<file path="config.mk">
export PLATFORM = sky130hd
export DESIGN_NAME = nvfp4_dequant_dot_accumulate
export DESIGN_NICKNAME = d
export VERILOG_FILES = /design/src/rtl/core/ndda_pkg.sv /design/src/rtl/core/ndda_fma.sv /design/src/rtl/core/nvfp4_dequant_dot_accumulate.sv
export SDC_FILE = /design/constraint.sdc
export NUM_CORES = 2
export LEC_CHECK = 0
export BUFFER_PORTS_ARGS = -buffer_cell sky130_fd_sc_hd__buf_2
export CAP_MARGIN = 20
export CORE_MARGIN = 8
export CORE_UTILIZATION = 55
export DETAILED_ROUTE_END_ITERATION = 10
export GPL_TIMING_DRIVEN = 1
export PLACE_DENSITY = 0.71
export REMOVE_ABC_BUFFERS = 1
export SYNTH_ARGS = -nofsm -noshare
export SYNTH_HDL_FRONTEND = slang
export SYNTH_SLANG_ARGS = --single-unit
</file>
<file path="constraint.sdc">
create_clock -name clock -period 12.3 [get_ports clock]
set_input_delay 0.615 -clock clock [delete_from_list [all_inputs] [get_ports clock]]
set_output_delay 0.615 -clock clock [all_outputs]
set_load 0.01 [all_outputs]
</file>
<file path="src/rtl/core/ndda_pkg.sv">
// Package for the NVFP4 dequantize, dot and accumulate block.
// Holds fp32 constants, the scale and weight decoders and a leading-zero count.
// No dependencies.
`default_nettype none

package ndda_pkg;

   localparam int unsigned ExpW = 12;
   typedef logic signed [ExpW-1:0] exp_type;

   localparam logic [31:0] QNAN32       = 32'h7FC0_0000;
   localparam logic [31:0] INF32        = 32'h7F80_0000;
   localparam logic [31:0] NEG_ZERO32   = 32'h8000_0000;
   localparam logic [31:0] POS_ZERO32   = 32'h0000_0000;
   localparam logic [31:0] GLOBAL_SCALE_RESET = 32'h3F80_0000;

   // Decode an e4m3 scale byte into an fp32 pattern.
   function automatic logic [31:0] e4m3_bits(input logic [7:0] x);
      logic [3:0]  ex;
      logic [2:0]  m;
      logic [31:0] v;
      ex = x[6:3];
      m  = x[2:0];
      if (ex == 4'd15 && m == 3'd7) begin
         return QNAN32;
      end
      if (ex == 4'd0) begin
         if (m == 3'd0) begin
            v = 32'd0;
         end else if (m[2]) begin
            v = {1'b0, 8'd120, m[1:0], 21'd0};
         end else if (m[1]) begin
            v = {1'b0, 8'd119, m[0], 22'd0};
         end else begin
            v = {1'b0, 8'd118, 23'd0};
         end
      end else begin
         v = {1'b0, 8'({4'd0, ex} + 8'd120), m, 20'd0};
      end
      return {x[7], v[30:0]};
   endfunction

   // Decode one e2m1 weight code into an fp32 pattern.
   function automatic logic [31:0] fp4_bits(input logic [3:0] c);
      logic [30:0] mag;
      unique case (c[2:0])
         3'd0: mag = 31'h0000_0000;
         3'd1: mag = 31'h3F00_0000;
         3'd2: mag = 31'h3F80_0000;
         3'd3: mag = 31'h3FC0_0000;
         3'd4: mag = 31'h4000_0000;
         3'd5: mag = 31'h4040_0000;
         3'd6: mag = 31'h4080_0000;
         default: mag = 31'h40C0_0000;
      endcase
      return {c[3], mag};
   endfunction

   // Leading-zero count of a 64-bit word; 64 when the word is zero.
   function automatic logic [6:0] lzc64(input logic [63:0] v);
      logic [6:0] n;
      n = 7'd64;
      for (int i = 0; i < 64; i++) begin
         if (v[i]) n = 7'(63 - i);
      end
      return n;
   endfunction

endpackage

`default_nettype wire

</file>
<file path="src/rtl/core/ndda_fma.sv">
// Five-stage fp32 fused multiply-add, round to nearest even, one rounding.
// Depends on ndda_pkg.
`default_nettype none

module ndda_fma (
   input  wire logic        clock,
   input  wire logic        reset,
   input  wire logic        start,
   input  wire logic [31:0] op_a,
   input  wire logic [31:0] op_b,
   input  wire logic [31:0] op_c,
   output logic             done,
   output logic [31:0]      result
);

   typedef struct packed {
      logic                 spec;
      logic [31:0]          spec_val;
      logic                 sp;
      logic                 sc;
      logic                 cz;
      logic [47:0]          mp;
      ndda_pkg::exp_type    ep;
      logic [23:0]          mc;
      ndda_pkg::exp_type    ec;
   } s1_type;

   typedef struct packed {
      logic                 spec;
      logic [31:0]          spec_val;
      logic                 sp;
      logic                 sc;
      logic                 cz;
      logic [63:0]          mp;
      ndda_pkg::exp_type    ep;
      logic [63:0]          mc;
      ndda_pkg::exp_type    ec;
   } s2_type;

   typedef struct packed {
      logic                 spec;
      logic [31:0]          spec_val;
      logic                 zero;
      logic                 sx;
      logic [63:0]          r;
      ndda_pkg::exp_type    ex;
   } s3_type;

   typedef struct packed {
      logic                 spec;
      logic [31:0]          spec_val;
      logic                 zero;
      logic                 sx;
      logic                 ovf;
      logic [63:0]          rn;
      ndda_pkg::exp_type    be;
      logic [6:0]           sh;
   } s4_type;

   logic [4:0]  vld_ff, vld_in;
   s1_type      s1_ff, s1_in;
   s2_type      s2_ff, s2_in;
   s3_type      s3_ff, s3_in;
   s4_type      s4_ff, s4_in;
   logic [31:0] res_ff, res_in;

   // Stage one: special operands and the significand product.
   always_comb begin
      logic       sa, sb, sc, sp;
      logic [7:0] ea, eb, ec, eae, ebe, ece;
      logic [22:0] fa, fb, fc;
      logic       az, bz, cz;
      logic [23:0] ma, mb;
      sa = op_a[31]; sb = op_b[31]; sc = op_c[31]; sp = sa ^ sb;
      ea = op_a[30:23]; eb = op_b[30:23]; ec = op_c[30:23];
      fa = op_a[22:0]; fb = op_b[22:0]; fc = op_c[22:0];
      az = (op_a[30:0] == 31'd0);
      bz = (op_b[30:0] == 31'd0);
      cz = (op_c[30:0] == 31'd0);
      eae = (ea != 8'd0) ? ea : 8'd1;
      ebe = (eb != 8'd0) ? eb : 8'd1;
      ece = (ec != 8'd0) ? ec : 8'd1;
      ma = {(ea != 8'd0), fa};
      mb = {(eb != 8'd0), fb};
      s1_in.sp = sp;
      s1_in.sc = sc;
      s1_in.cz = cz;
      s1_in.mp = ma * mb;
      s1_in.ep = $signed({4'd0, eae}) + $signed({4'd0, ebe}) - 12'sd300;
      s1_in.mc = {(ec != 8'd0), fc};
      s1_in.ec = $signed({4'd0, ece}) - 12'sd150;
      s1_in.spec = 1'b1;
      s1_in.spec_val = ndda_pkg::QNAN32;
      priority if ((ea == 8'hFF && fa != 23'd0) || (eb == 8'hFF && fb != 23'd0)
                   || (ec == 8'hFF && fc != 23'd0)) begin
         s1_in.spec_val = ndda_pkg::QNAN32;
      end else if (ea == 8'hFF || eb == 8'hFF) begin
         if (az || bz || (ec == 8'hFF && sc != sp)) begin
            s1_in.spec_val = ndda_pkg::QNAN32;
         end else begin
            s1_in.spec_val = {sp, ndda_pkg::INF32[30:0]};
         end
      end else if (ec == 8'hFF) begin
         s1_in.spec_val = op_c;
      end else if (az || bz) begin
         s1_in.spec_val = (!cz || sp == sc) ? op_c : ndda_pkg::POS_ZERO32;
      end else begin
         s1_in.spec = 1'b0;
      end
   end

   // Stage two: normalize product and addend to bit 60.
   always_comb begin
      logic [6:0] lzp, lzc;
      lzp = ndda_pkg::lzc64({16'd0, s1_ff.mp});
      lzc = ndda_pkg::lzc64({40'd0, s1_ff.mc});
      s2_in.spec = s1_ff.spec;
      s2_in.spec_val = s1_ff.spec_val;
      s2_in.sp = s1_ff.sp;
      s2_in.sc = s1_ff.sc;
      s2_in.cz = s1_ff.cz;
      s2_in.mp = {16'd0, s1_ff.mp} << (lzp - 7'd3);
      s2_in.ep = s1_ff.ep - $signed({5'd0, lzp}) + 12'sd3;
      s2_in.mc = {40'd0, s1_ff.mc} << (lzc - 7'd3);
      s2_in.ec = s1_ff.ec - $signed({5'd0, lzc}) + 12'sd3;
   end

   // Stage three: align the smaller operand with a sticky bit, then add.
   always_comb begin
      logic              c_big;
      logic [63:0]       mx, my, shv, sum;
      ndda_pkg::exp_type ex, d;
      logic              sx, sy;
      logic [5:0]        dcl;
      logic [127:0]      wide;
      c_big = (s2_ff.ec > s2_ff.ep) || (s2_ff.ec == s2_ff.ep && s2_ff.mc > s2_ff.mp);
      if (c_big) begin
         mx = s2_ff.mc; ex = s2_ff.ec; sx = s2_ff.sc;
         my = s2_ff.mp; d = s2_ff.ec - s2_ff.ep; sy = s2_ff.sp;
      end else begin
         mx = s2_ff.mp; ex = s2_ff.ep; sx = s2_ff.sp;
         my = s2_ff.mc; d = s2_ff.ep - s2_ff.ec; sy = s2_ff.sc;
      end
      dcl = (d > 12'sd63) ? 6'd63 : d[5:0];
      wide = {my, 64'd0} >> dcl;
      shv = wide[127:64] | {63'd0, (wide[63:0] != 64'd0)};
      sum = (sx == sy) ? (mx + shv) : (mx - shv);
      s3_in.spec = s2_ff.spec;
      s3_in.spec_val = s2_ff.spec_val;
      if (s2_ff.cz) begin
         s3_in.r = s2_ff.mp;
         s3_in.ex = s2_ff.ep;
         s3_in.sx = s2_ff.sp;
         s3_in.zero = 1'b0;
      end else begin
         s3_in.r = sum;
         s3_in.ex = ex;
         s3_in.sx = sx;
         s3_in.zero = (sx != sy) && (sum == 64'd0);
      end
   end

   // Stage four: normalize the sum to bit 63 and find the rounding position.
   always_comb begin
      logic [6:0]        lz;
      ndda_pkg::exp_type be, t;
      lz = ndda_pkg::lzc64(s3_ff.r);
      be = s3_ff.ex - $signed({5'd0, lz}) + 12'sd190;
      t = 12'sd41 - be;
      s4_in.spec = s3_ff.spec;
      s4_in.spec_val = s3_ff.spec_val;
      s4_in.zero = s3_ff.zero;
      s4_in.sx = s3_ff.sx;
      s4_in.rn = s3_ff.r << lz;
      s4_in.be = be;
      s4_in.ovf = (be >= 12'sd255);
      if (be >= 12'sd1) begin
         s4_in.sh = 7'd40;
      end else if (t > 12'sd65) begin
         s4_in.sh = 7'd65;
      end else begin
         s4_in.sh = t[6:0];
      end
   end

   // Stage five: round to nearest even and pack.
   always_comb begin
      logic [127:0] wide;
      logic [63:0]  q, rem;
      logic [31:0]  base;
      logic         up;
      wide = {s4_ff.rn, 64'd0} >> s4_ff.sh;
      q = wide[127:64];
      rem = wide[63:0];
      up = (rem > 64'h8000_0000_0000_0000) ||
           (rem == 64'h8000_0000_0000_0000 && q[0]);
      base = (s4_ff.be >= 12'sd1) ? {1'b0, 8'(s4_ff.be - 12'sd1), 23'd0} : 32'd0;
      base = base + q[31:0] + {31'd0, up};
      if (base >= ndda_pkg::INF32) base = ndda_pkg::INF32;
      priority if (s4_ff.spec) begin
         res_in = s4_ff.spec_val;
      end else if (s4_ff.zero) begin
         res_in = ndda_pkg::POS_ZERO32;
      end else if (s4_ff.ovf) begin
         res_in = {s4_ff.sx, ndda_pkg::INF32[30:0]};
      end else begin
         res_in = {s4_ff.sx, base[30:0]};
      end
   end

   assign vld_in = {vld_ff[3:0], start};

   // Stage valid chain.
   always_ff @(posedge clock) begin
      if (reset) begin
         vld_ff <= '0;
      end else begin
         vld_ff <= vld_in;
      end
   end

   // Stage payload registers.
   always_ff @(posedge clock) begin
      s1_ff  <= s1_in;
      s2_ff  <= s2_in;
      s3_ff  <= s3_in;
      s4_ff  <= s4_in;
      res_ff <= res_in;
   end

   assign done   = vld_ff[4];
   assign result = res_ff;

endmodule

`default_nettype wire

</file>
<file path="src/rtl/core/nvfp4_dequant_dot_accumulate.sv">
// Top level of the NVFP4 dequantize, dot and accumulate block.
// Depends on ndda_pkg and ndda_fma.
//
//   Channel | Direction | Handshake            | Contents
//   req     | in        | req_valid/req_ready  | scale, weight pair, two activations, last
//   rsp     | out       | rsp_valid/rsp_ready  | fp32 dot product on last words
//   csr     | in        | csr_wr_en            | global scale, fp32 pattern
//
// Each word is taken in the idle state, makes five passes through the one
// five-stage fused multiply-add (an issue state and a wait for the pipeline
// each), and the sum is retired in the final state.
// Reset sets the global scale to 1.0 and the running sum to +0.0.
// The result sits in an output register, so the next word is taken while a
// sum waits; a second last word stalls at its end until that register frees.
`default_nettype none

module nvfp4_dequant_dot_accumulate (
   input  wire logic        clock,
   input  wire logic        reset,
   input  wire logic        req_valid,
   output logic             req_ready,
   input  wire logic [7:0]  req_scale_code,
   input  wire logic [7:0]  req_code_pair,
   input  wire logic [31:0] req_act_first,
   input  wire logic [31:0] req_act_second,
   input  wire logic        req_last_pair,
   output logic             rsp_valid,
   input  wire logic        rsp_ready,
   output logic [31:0]      rsp_dot_sum,
   input  wire logic        csr_wr_en,
   input  wire logic [31:0] csr_wr_data
);

   typedef enum logic [1:0] {ST_IDLE, ST_ISSUE, ST_WAIT, ST_FIN} state_type;
   typedef enum logic [2:0] {
      STEP_SCALE, STEP_WA, STEP_WB, STEP_INNER, STEP_OUTER
   } step_type;

   state_type   state_ff, state_in;
   step_type    step_ff, step_in;
   logic [31:0] gscale_ff, gscale_in;
   logic [31:0] acc_ff, acc_in;
   logic        rsp_valid_ff, rsp_valid_in;
   logic [31:0] rsp_data_ff, rsp_data_in;
   logic [7:0]  scale_ff, scale_in;
   logic [7:0]  pair_ff, pair_in;
   logic [31:0] act0_ff, act0_in, act1_ff, act1_in;
   logic        last_ff, last_in;
   logic [31:0] sc_ff, sc_in, wa_ff, wa_in, wb_ff, wb_in, tmp_ff, tmp_in;
   logic [31:0] res_ff, res_in;

   logic        fma_start, fma_done;
   logic [31:0] op_a, op_b, op_c, fma_res;

   ndda_fma u_fma (
      .clock  (clock),
      .reset  (reset),
      .start  (fma_start),
      .op_a   (op_a),
      .op_b   (op_b),
      .op_c   (op_c),
      .done   (fma_done),
      .result (fma_res)
   );

   // Operand selection for the current pass.
   always_comb begin
      unique case (step_ff)
         STEP_SCALE: begin
            op_a = ndda_pkg::e4m3_bits(scale_ff);
            op_b = gscale_ff;
            op_c = ndda_pkg::NEG_ZERO32;
         end
         STEP_WA: begin
            op_a = ndda_pkg::fp4_bits(pair_ff[3:0]);
            op_b = sc_ff;
            op_c = ndda_pkg::NEG_ZERO32;
         end
         STEP_WB: begin
            op_a = ndda_pkg::fp4_bits(pair_ff[7:4]);
            op_b = sc_ff;
            op_c = ndda_pkg::NEG_ZERO32;
         end
         STEP_INNER: begin
            op_a = wb_ff;
            op_b = act1_ff;
            op_c = acc_ff;
         end
         default: begin
            op_a = wa_ff;
            op_b = act0_ff;
            op_c = tmp_ff;
         end
      endcase
   end

   assign fma_start = (state_ff == ST_ISSUE);

   // Sequencer next state.
   always_comb begin
      state_in = state_ff;
      step_in = step_ff;
      gscale_in = csr_wr_en ? csr_wr_data : gscale_ff;
      acc_in = acc_ff;
      rsp_valid_in = rsp_valid_ff && !rsp_ready;
      rsp_data_in = rsp_data_ff;
      scale_in = scale_ff;
      pair_in = pair_ff;
      act0_in = act0_ff;
      act1_in = act1_ff;
      last_in = last_ff;
      sc_in = sc_ff;
      wa_in = wa_ff;
      wb_in = wb_ff;
      tmp_in = tmp_ff;
      res_in = res_ff;
      unique case (state_ff)
         ST_IDLE: begin
            if (req_valid) begin
               scale_in = req_scale_code;
               pair_in = req_code_pair;
               act0_in = req_act_first;
               act1_in = req_act_second;
               last_in = req_last_pair;
               step_in = STEP_SCALE;
               state_in = ST_ISSUE;
            end
         end
         ST_ISSUE: begin
            state_in = ST_WAIT;
         end
         ST_WAIT: begin
            if (fma_done) begin
               state_in = ST_ISSUE;
               unique case (step_ff)
                  STEP_SCALE: begin
                     sc_in = fma_res;
                     step_in = STEP_WA;
                  end
                  STEP_WA: begin
                     wa_in = fma_res;
                     step_in = STEP_WB;
                  end
                  STEP_WB: begin
                     wb_in = fma_res;
                     step_in = STEP_INNER;
                  end
                  STEP_INNER: begin
                     tmp_in = fma_res;
                     step_in = STEP_OUTER;
                  end
                  default: begin
                     res_in = fma_res;
                     state_in = ST_FIN;
                  end
               endcase
            end
         end
         default: begin
            if (!last_ff) begin
               acc_in = res_ff;
               state_in = ST_IDLE;
            end else if (!rsp_valid_ff || rsp_ready) begin
               rsp_data_in = res_ff;
               rsp_valid_in = 1'b1;
               acc_in = ndda_pkg::POS_ZERO32;
               state_in = ST_IDLE;
            end
         end
      endcase
   end

   // Control state and the registered response valid.
   always_ff @(posedge clock) begin
      if (reset) begin
         state_ff     <= ST_IDLE;
         step_ff      <= STEP_SCALE;
         gscale_ff    <= ndda_pkg::GLOBAL_SCALE_RESET;
         acc_ff       <= ndda_pkg::POS_ZERO32;
         rsp_valid_ff <= 1'b0;
      end else begin
         state_ff     <= state_in;
         step_ff      <= step_in;
         gscale_ff    <= gscale_in;
         acc_ff       <= acc_in;
         rsp_valid_ff <= rsp_valid_in;
      end
   end

   // Word and intermediate payload registers.
   always_ff @(posedge clock) begin
      rsp_data_ff <= rsp_data_in;
      scale_ff    <= scale_in;
      pair_ff     <= pair_in;
      act0_ff     <= act0_in;
      act1_ff     <= act1_in;
      last_ff     <= last_in;
      sc_ff       <= sc_in;
      wa_ff       <= wa_in;
      wb_ff       <= wb_in;
      tmp_ff      <= tmp_in;
      res_ff      <= res_in;
   end

   assign req_ready   = (state_ff == ST_IDLE);
   assign rsp_valid   = rsp_valid_ff;
   assign rsp_dot_sum = rsp_data_ff;

endmodule

`default_nettype wire
</file>
Yosys cells after proc, flatten, opt, wreduce, memory -nomap -nowiden
Cells that the tools add are included.
{"block": "word_totals", "register_bits": 930, "input_bits": 118, "output_inout_bits": 34, "wordCells": 366}
{"block": "classes", "n_reduce_logical": 55, "n_addsub": 20, "bitwise": 4, "shift": 5, "n_mux": 188, "eq_ne": 33, "n_lt_le_gt_ge": 9, "n_mul": 1}
{"cell": "2-to-1 mux 7 bit", "n": 137}
{"cell": "case mux 31 bit (7 select lines)", "n": 2}
{"cell": "2-to-1 mux 32 bit", "n": 11}
{"cell": "2-to-1 mux 64 bit", "n": 3}
{"cell": "case mux 32 bit (4 select lines)", "n": 1}
{"cell": ">> shifter 128 x 6 -> 128 bit", "n": 1}
{"cell": ">> shifter 128 x 7 -> 96 bit", "n": 1}
{"cell": "2-to-1 mux 31 bit", "n": 4}
{"cell": "case mux 32 bit (3 select lines)", "n": 1}
{"cell": "logical NOT 31 bit", "n": 3}
{"cell": "2-to-1 mux 77 bit", "n": 1}
{"cell": "nonzero test 23 bit", "n": 3}
{"cell": "adder 64 bit", "n": 1}
{"cell": "== test 64 bit, second input constant", "n": 1}
{"cell": "> comparator 64 bit", "n": 1}
{"cell": "> comparator 64 bit, second input constant", "n": 1}
{"cell": "logical NOT 64 bit", "n": 1}
{"cell": "OR 64 x 1 -> 64 bit", "n": 1}
{"cell": "case mux 32 bit (2 select lines)", "n": 1}
{"cell": "nonzero test 64 bit", "n": 1}
{"cell": "<< shifter 24 x 7 -> 64 bit", "n": 1}
{"cell": "<< shifter 48 x 7 -> 64 bit", "n": 1}
{"cell": "<< shifter 64 x 7 -> 64 bit", "n": 1}
{"cell": "subtractor 64 bit", "n": 1}
{"cell": "other kinds (62)", "n": 135}

Logic depth before layout (Yosys ltp)
{"block": "depth", "depth_word": 69, "mapped_depth": 59, "ltp_nobuf": 54}

Modules after synthesis
A second synthesis with hierarchy kept.
{"block": "hier_totals", "cells_unflattened": 8712, "area_unflattened_um2": 76153.0}
{"module": "ndda_fma", "cells_each": 7717, "area_each_um2": 62897.8, "seq_area_each_um2": 11651.2, "n_inst": 1}
{"module": "nvfp4_dequant_dot_accumulate", "cells_each": 995, "area_each_um2": 13255.2, "seq_area_each_um2": 9599.2, "n_inst": 1}

Least setup slack after synthesis
OpenSTA, ideal clock, no wires.
{"block": "synth_timing", "path_kind": "register to register", "from": "register u_fma.s2_ff[0] (netlist name)", "to": "register u_fma.s3_ff[77] (netlist name)", "slack_ns": 1.163, "required_time_ns": 12.209, "synth_period_minus_slack_ns": 11.137, "arrival_ns": 11.046, "n_path_buf": 4, "stages_incl_launch_ff": 57, "setup_time_ns": 0.091, "path_cell_list": "dfxtp_1 > inv_1 > ha_1 > inv_1 > fa_1 > a21o_1 > a21oi_1 > o31ai_1 > o21ai_2 > or4b_4 > o22a_1 > buf_2 > nand2_1 > buf_4 > buf_2 > buf_2 > mux2i_1 > mux2i_1 > [21 not listed] > inv_1 > o31ai_1 > o21a_1 > a21oi_1 > a21boi_0 > a221o_1 > a21oi_1 > nor2b_1 > a41oi_1 > inv_1 > o41ai_1 > o21ai_0 > o21a_1 > nor2_1 > xor2_1 > nand3_1 > or4b_2 > nor4bb_1"}
{"block": "synth_between", "elab_chain_len": 13, "elab_cells_between_ends": 23, "classes_between": "4 x add/sub; 2 x order compare; 3 x eq/ne; 1 x shift; 7 x mux; 1 x bitwise; 5 x reduce/logical"}
{"element": "start: declaration", "line_no": "ndda_fma.sv:62", "source": "s2_type s2_ff, s2_in;"}
{"element": "start signal: assignment", "line_no": "ndda_fma.sv:225", "source": "s2_ff <= s2_in;"}
{"element": "parallel branches: the longest is 12 deep, another holds subtractor 64 bit"}
{"element": "logical AND 1 bit *", "line_no": "ndda_fma.sv:159", "source": "s3_in.zero = (sx != sy) && (sum == 64'd0);"}
{"element": "end signal: assignment", "line_no": "ndda_fma.sv:226", "source": "s3_ff <= s3_in;"}
{"element": "end: declaration", "line_no": "ndda_fma.sv:63", "source": "s3_type s3_ff, s3_in;"}
Every way passes the cells marked *.
A chain may end at the register's enable or synchronous reset.

Worst setup path in the final report
{"block": "layout_timing", "from": "register u_fma.s2_ff[151] (netlist name)", "to": "register u_fma.s3_ff[77] (netlist name)"}
{"block": "layout_between", "elab_chain_len": 13, "elab_cells_between_ends": 20, "classes_between": "2 x add/sub; 2 x order compare; 2 x eq/ne; 1 x shift; 7 x mux; 1 x bitwise; 5 x reduce/logical"}
{"element": "> comparator 64 bit", "line_no": "ndda_fma.sv:136", "source": "c_big = (s2_ff.ec > s2_ff.ep) || (s2_ff.ec == s2_ff.ep && s2_ff.mc > s2_ff.mp);"}
{"element": "logical AND 1 bit", "line_no": "ndda_fma.sv:136"}
{"element": "logical OR 1 bit", "line_no": "ndda_fma.sv:136"}
{"element": "2-to-1 mux 12 bit", "line_no": "ndda_fma.sv:137", "source": "if (c_big) begin"}
{"element": "> comparator 12 x 7 -> 1 bit", "line_no": "ndda_fma.sv:144", "source": "dcl = (d > 12'sd63) ? 6'd63 : d[5:0];"}
{"element": "2-to-1 mux 6 bit", "line_no": "ndda_fma.sv:144"}
{"element": ">> shifter 128 x 6 -> 128 bit", "line_no": "ndda_fma.sv:145", "source": "wide = {my, 64'd0} >> dcl;"}
{"element": "nonzero test 64 bit", "line_no": "ndda_fma.sv:146", "source": "shv = wide[127:64] | {63'd0, (wide[63:0] != 64'd0)};"}
{"element": "OR 64 x 1 -> 64 bit", "line_no": "ndda_fma.sv:146"}
{"element": "subtractor 64 bit or adder 64 bit (tied branches)", "line_no": "ndda_fma.sv:147", "source": "sum = (sx == sy) ? (mx + shv) : (mx - shv);"}
{"element": "2-to-1 mux 64 bit", "line_no": "ndda_fma.sv:147"}
{"element": "logical NOT 64 bit", "line_no": "ndda_fma.sv:159"}
{"element": "logical AND 1 bit *", "line_no": "ndda_fma.sv:159"}
Every way passes the cells marked *; elsewhere a longest branch is shown, timed or not.

==> flow_summary.toml <==
[outcome]
status = "finished clean"

[layout]
regArea_mm2 = 0.0213
area.growth.synth_to_final_pct = 17.0
num-nets-final = 10520
drive_gt1_frac = 0.180
multi_input_area_mm2 = 0.0517
design_area_mm2 = 0.0900
final_cells = 11473
final.fill_count = 11704

[floorplan]
io_pins = 152
dieArea_mm2 = 0.152
fp-row-count = 137
dieWidth_um = 390
initial_utilization = 0.552
dieHeight_um = 390
core_area_mm2 = 0.139

[global_route]
grt_pass1_vias = 70627
grt_max_degree = 156
antenna_found_initial = 25
grt_overflow_total = 0
grt_usage = 0.390
grt_first_pass_wirelength_um = 450000

[synth]
yosysSeqAreaShare = 0.277
synthTopCellsByCount = "nand2_1, inv_1, nor2_1"
synth_edf_count = 273
ys.flop_type = "dfxtp_1"
avgSynthCellArea_um2 = 8.79
ys_seq_elements = 927
ys_warn_count = 0
synth_area_leader_cell = "dfxtp_1"
synth_async_sr_flop_share = 0
synthDistinctLibCells = 111
synthesis.area_mm2 = 0.0769
yosysMostFrequentCell = "nand2_1"
netlist_top_cells_area = "dfxtp_1, fa_1, edfxtp_1, mux2i_1, ha_1"
synth_top_area_frac = 0.170
synthesis.instances = 8749

[critical_path]
path_class = "reg -> reg"
end_kind = "flop"
critPathMaxFanout = 21
start_kind = "flop"
cp.required_ns = 12.89
critPathSlowestCell = "or4b_2"
r2r_start = "u_fma.s2_ff[151]$_SDFF_PP0_"
startpoint = "u_fma.s2_ff[151]$_SDFF_PP0_"
r2r-end = "u_fma.s3_ff[77]$_SDFF_PP0_"
ff2ff_path_depth = 55
ff2ff_setup_slack_ns = 0.42
crit_arrival_ns = 12.47
cpMostUsedCell = "buf_4"
crit_path_max_incr_delay_ns = 0.66

[sta]
max_freq_mhz = 84.2
finalHoldViolations = 0
final_max_slew_viol_count = 0
fin_tns_setup_ns = 0
worst_hold_slack_ns = 0.0691
worst_pin_slew_ns = 1.39
setup_violations = 0
fin_crit_sh = 0.966
fin_skew_ns = 0.0724
fin_crit_ns = 11.88
max-slew-margin-rel = 0.0603

[place]
io_buffers = 151
postPlaceCellArea_mm2 = 0.0859
gp_congestion = 1.09
dp_cells = 11268
dp_hpwl_um = 247000

[clock_tree]
cts_hold_buf = 0
clockBufferDepth = 3
htree_levels = 3
cts_sinks = 927
cts.clk_slew.worst_paths_ns = 0.07
insertion_delay_ns = 0.72
cts_buffers = 94
tritoncts = "built"
clock-root-buffer = "clkbuf_16"

[drt]
drt-total-wl_um = 310000
num_vias = 72524
routedWlPerCell_um = 27.0
vias_per_cell = 6.32
post-route-drc-count = 0
drt_first_pass_iters = 8
drt_iter0_markers = 8537
detail-route-antenna-nets = 0

[job]
cap_violations = 0

[worst_hold_path]
min_to = "act1_ff[16]$_DFFE_PP_"
hp-start = "req_act_second[16]"
min_path_type = "in -> reg"
whs_path_depth = 1
state kept, by name (all words and copies together) (netlist names), 111 cells and up:
name	flops
u_fma.s4_ff	119
u_fma.s1_ff	129
u_fma.s3_ff	111
u_fma.s2_ff	188
layout make-up:
cell class	instances	area share
Multi-Input combinational cell	6578	0.575
Antenna cell	4	0.000111
Sequential cell	927	0.237
Clock buffer	131	0.0303
Clock inverter	45	0.00549
Tap cell	1876	0.0261
Inverter	777	0.0324
Timing Repair Buffer	1135	0.0939
worst max-delay path: cells and delay by family, from the launching register on:
| family | cells | cell delay (ns) |
|---|---|---|
| adder cells (fa/ha/maj) | 3 | 0.78 |
| flip-flops | 1 | 0.46 |
| XOR/XNOR | 2 | 0.36 |
| buffers and inverters | 13 | 1.98 |
| AND/OR/NAND/NOR | 23 | 5.19 |
| AO/OA/AOI/OAI | 14 | 2.95 |
placed cells by master, fill, tap and decap left out, types with 393 or more instances in the layout:
master and n:
a21oi_1 393, inv_1 767, fa_1 488, o21ai_0 480
nand2_1 1058, nor2_1 744, ha_1 399, mux2i_1 541
buf_4 946, dfxtp_1 641
stage by stage:
| step | setup slack (ns) | util |
|---|---|---|
| finish | 0.423 | 0.646 |
| detailed placement | -0.0825 | 0.617 |
| global placement | -0.0942 | 0.617 |
| CTS | 0.0167 | 0.640 |
| floorplan | -7.02 | - |
| global route | -0.0844 | 0.646 |
cells by family after synthesis:
logic type               after synthesis  synth area share
multiplexers                         756             0.113
AND/OR/NAND/NOR                     2688             0.158
buffers and inverters               1280            0.0647
flip-flops                           927             0.277
AO/OA/AOI/OAI                       1956             0.167
XOR/XNOR                             252            0.0287
other                                  1         0.0000488
adder cells (fa/ha/maj)              889             0.192
metal layers:
metal / wire (um) / up-vias / GRT usage / share of wire
li1: - / 32075 / - / -
met1: 116000 / 35202 / 0.480 / 0.37
met4: 24600 / 18 / 0.249 / 0.079
met2: 138000 / 4132 / 0.618 / 0.45
met3: 30500 / 1097 / 0.0897 / 0.098
met5: 131 / - / 0 / 0.00042
worst max-delay path by stage:
stage	slack [ns]	to	cells past startpoint
after global routing	-0.08	u_fma.s3_ff[77]$_SDFF_PP0_	54
after CTS	0.02	u_fma.s3_ff[77]$_SDFF_PP0_	56
final	0.42	u_fma.s3_ff[77]$_SDFF_PP0_	55
after floorplan	-7.02	u_fma.s3_ff[77]$_SDFF_PP0_	48
after global placement	-0.09	u_fma.s3_ff[77]$_SDFF_PP0_	56
after detailed placement	-0.08	u_fma.s3_ff[77]$_SDFF_PP0_	52
repair_timing:
action                                  in CTS  in global routing
cloned                                       0                  2
pin swaps                                    1                 42
setup buffers                                0                 14
gates resized for setup                     12                132
endpoints found under the setup margin       1                  7
Power is left out: the tool's default activity adds up to more than one toggle a clock period on the data nets, which glitch-free logic cannot reach.
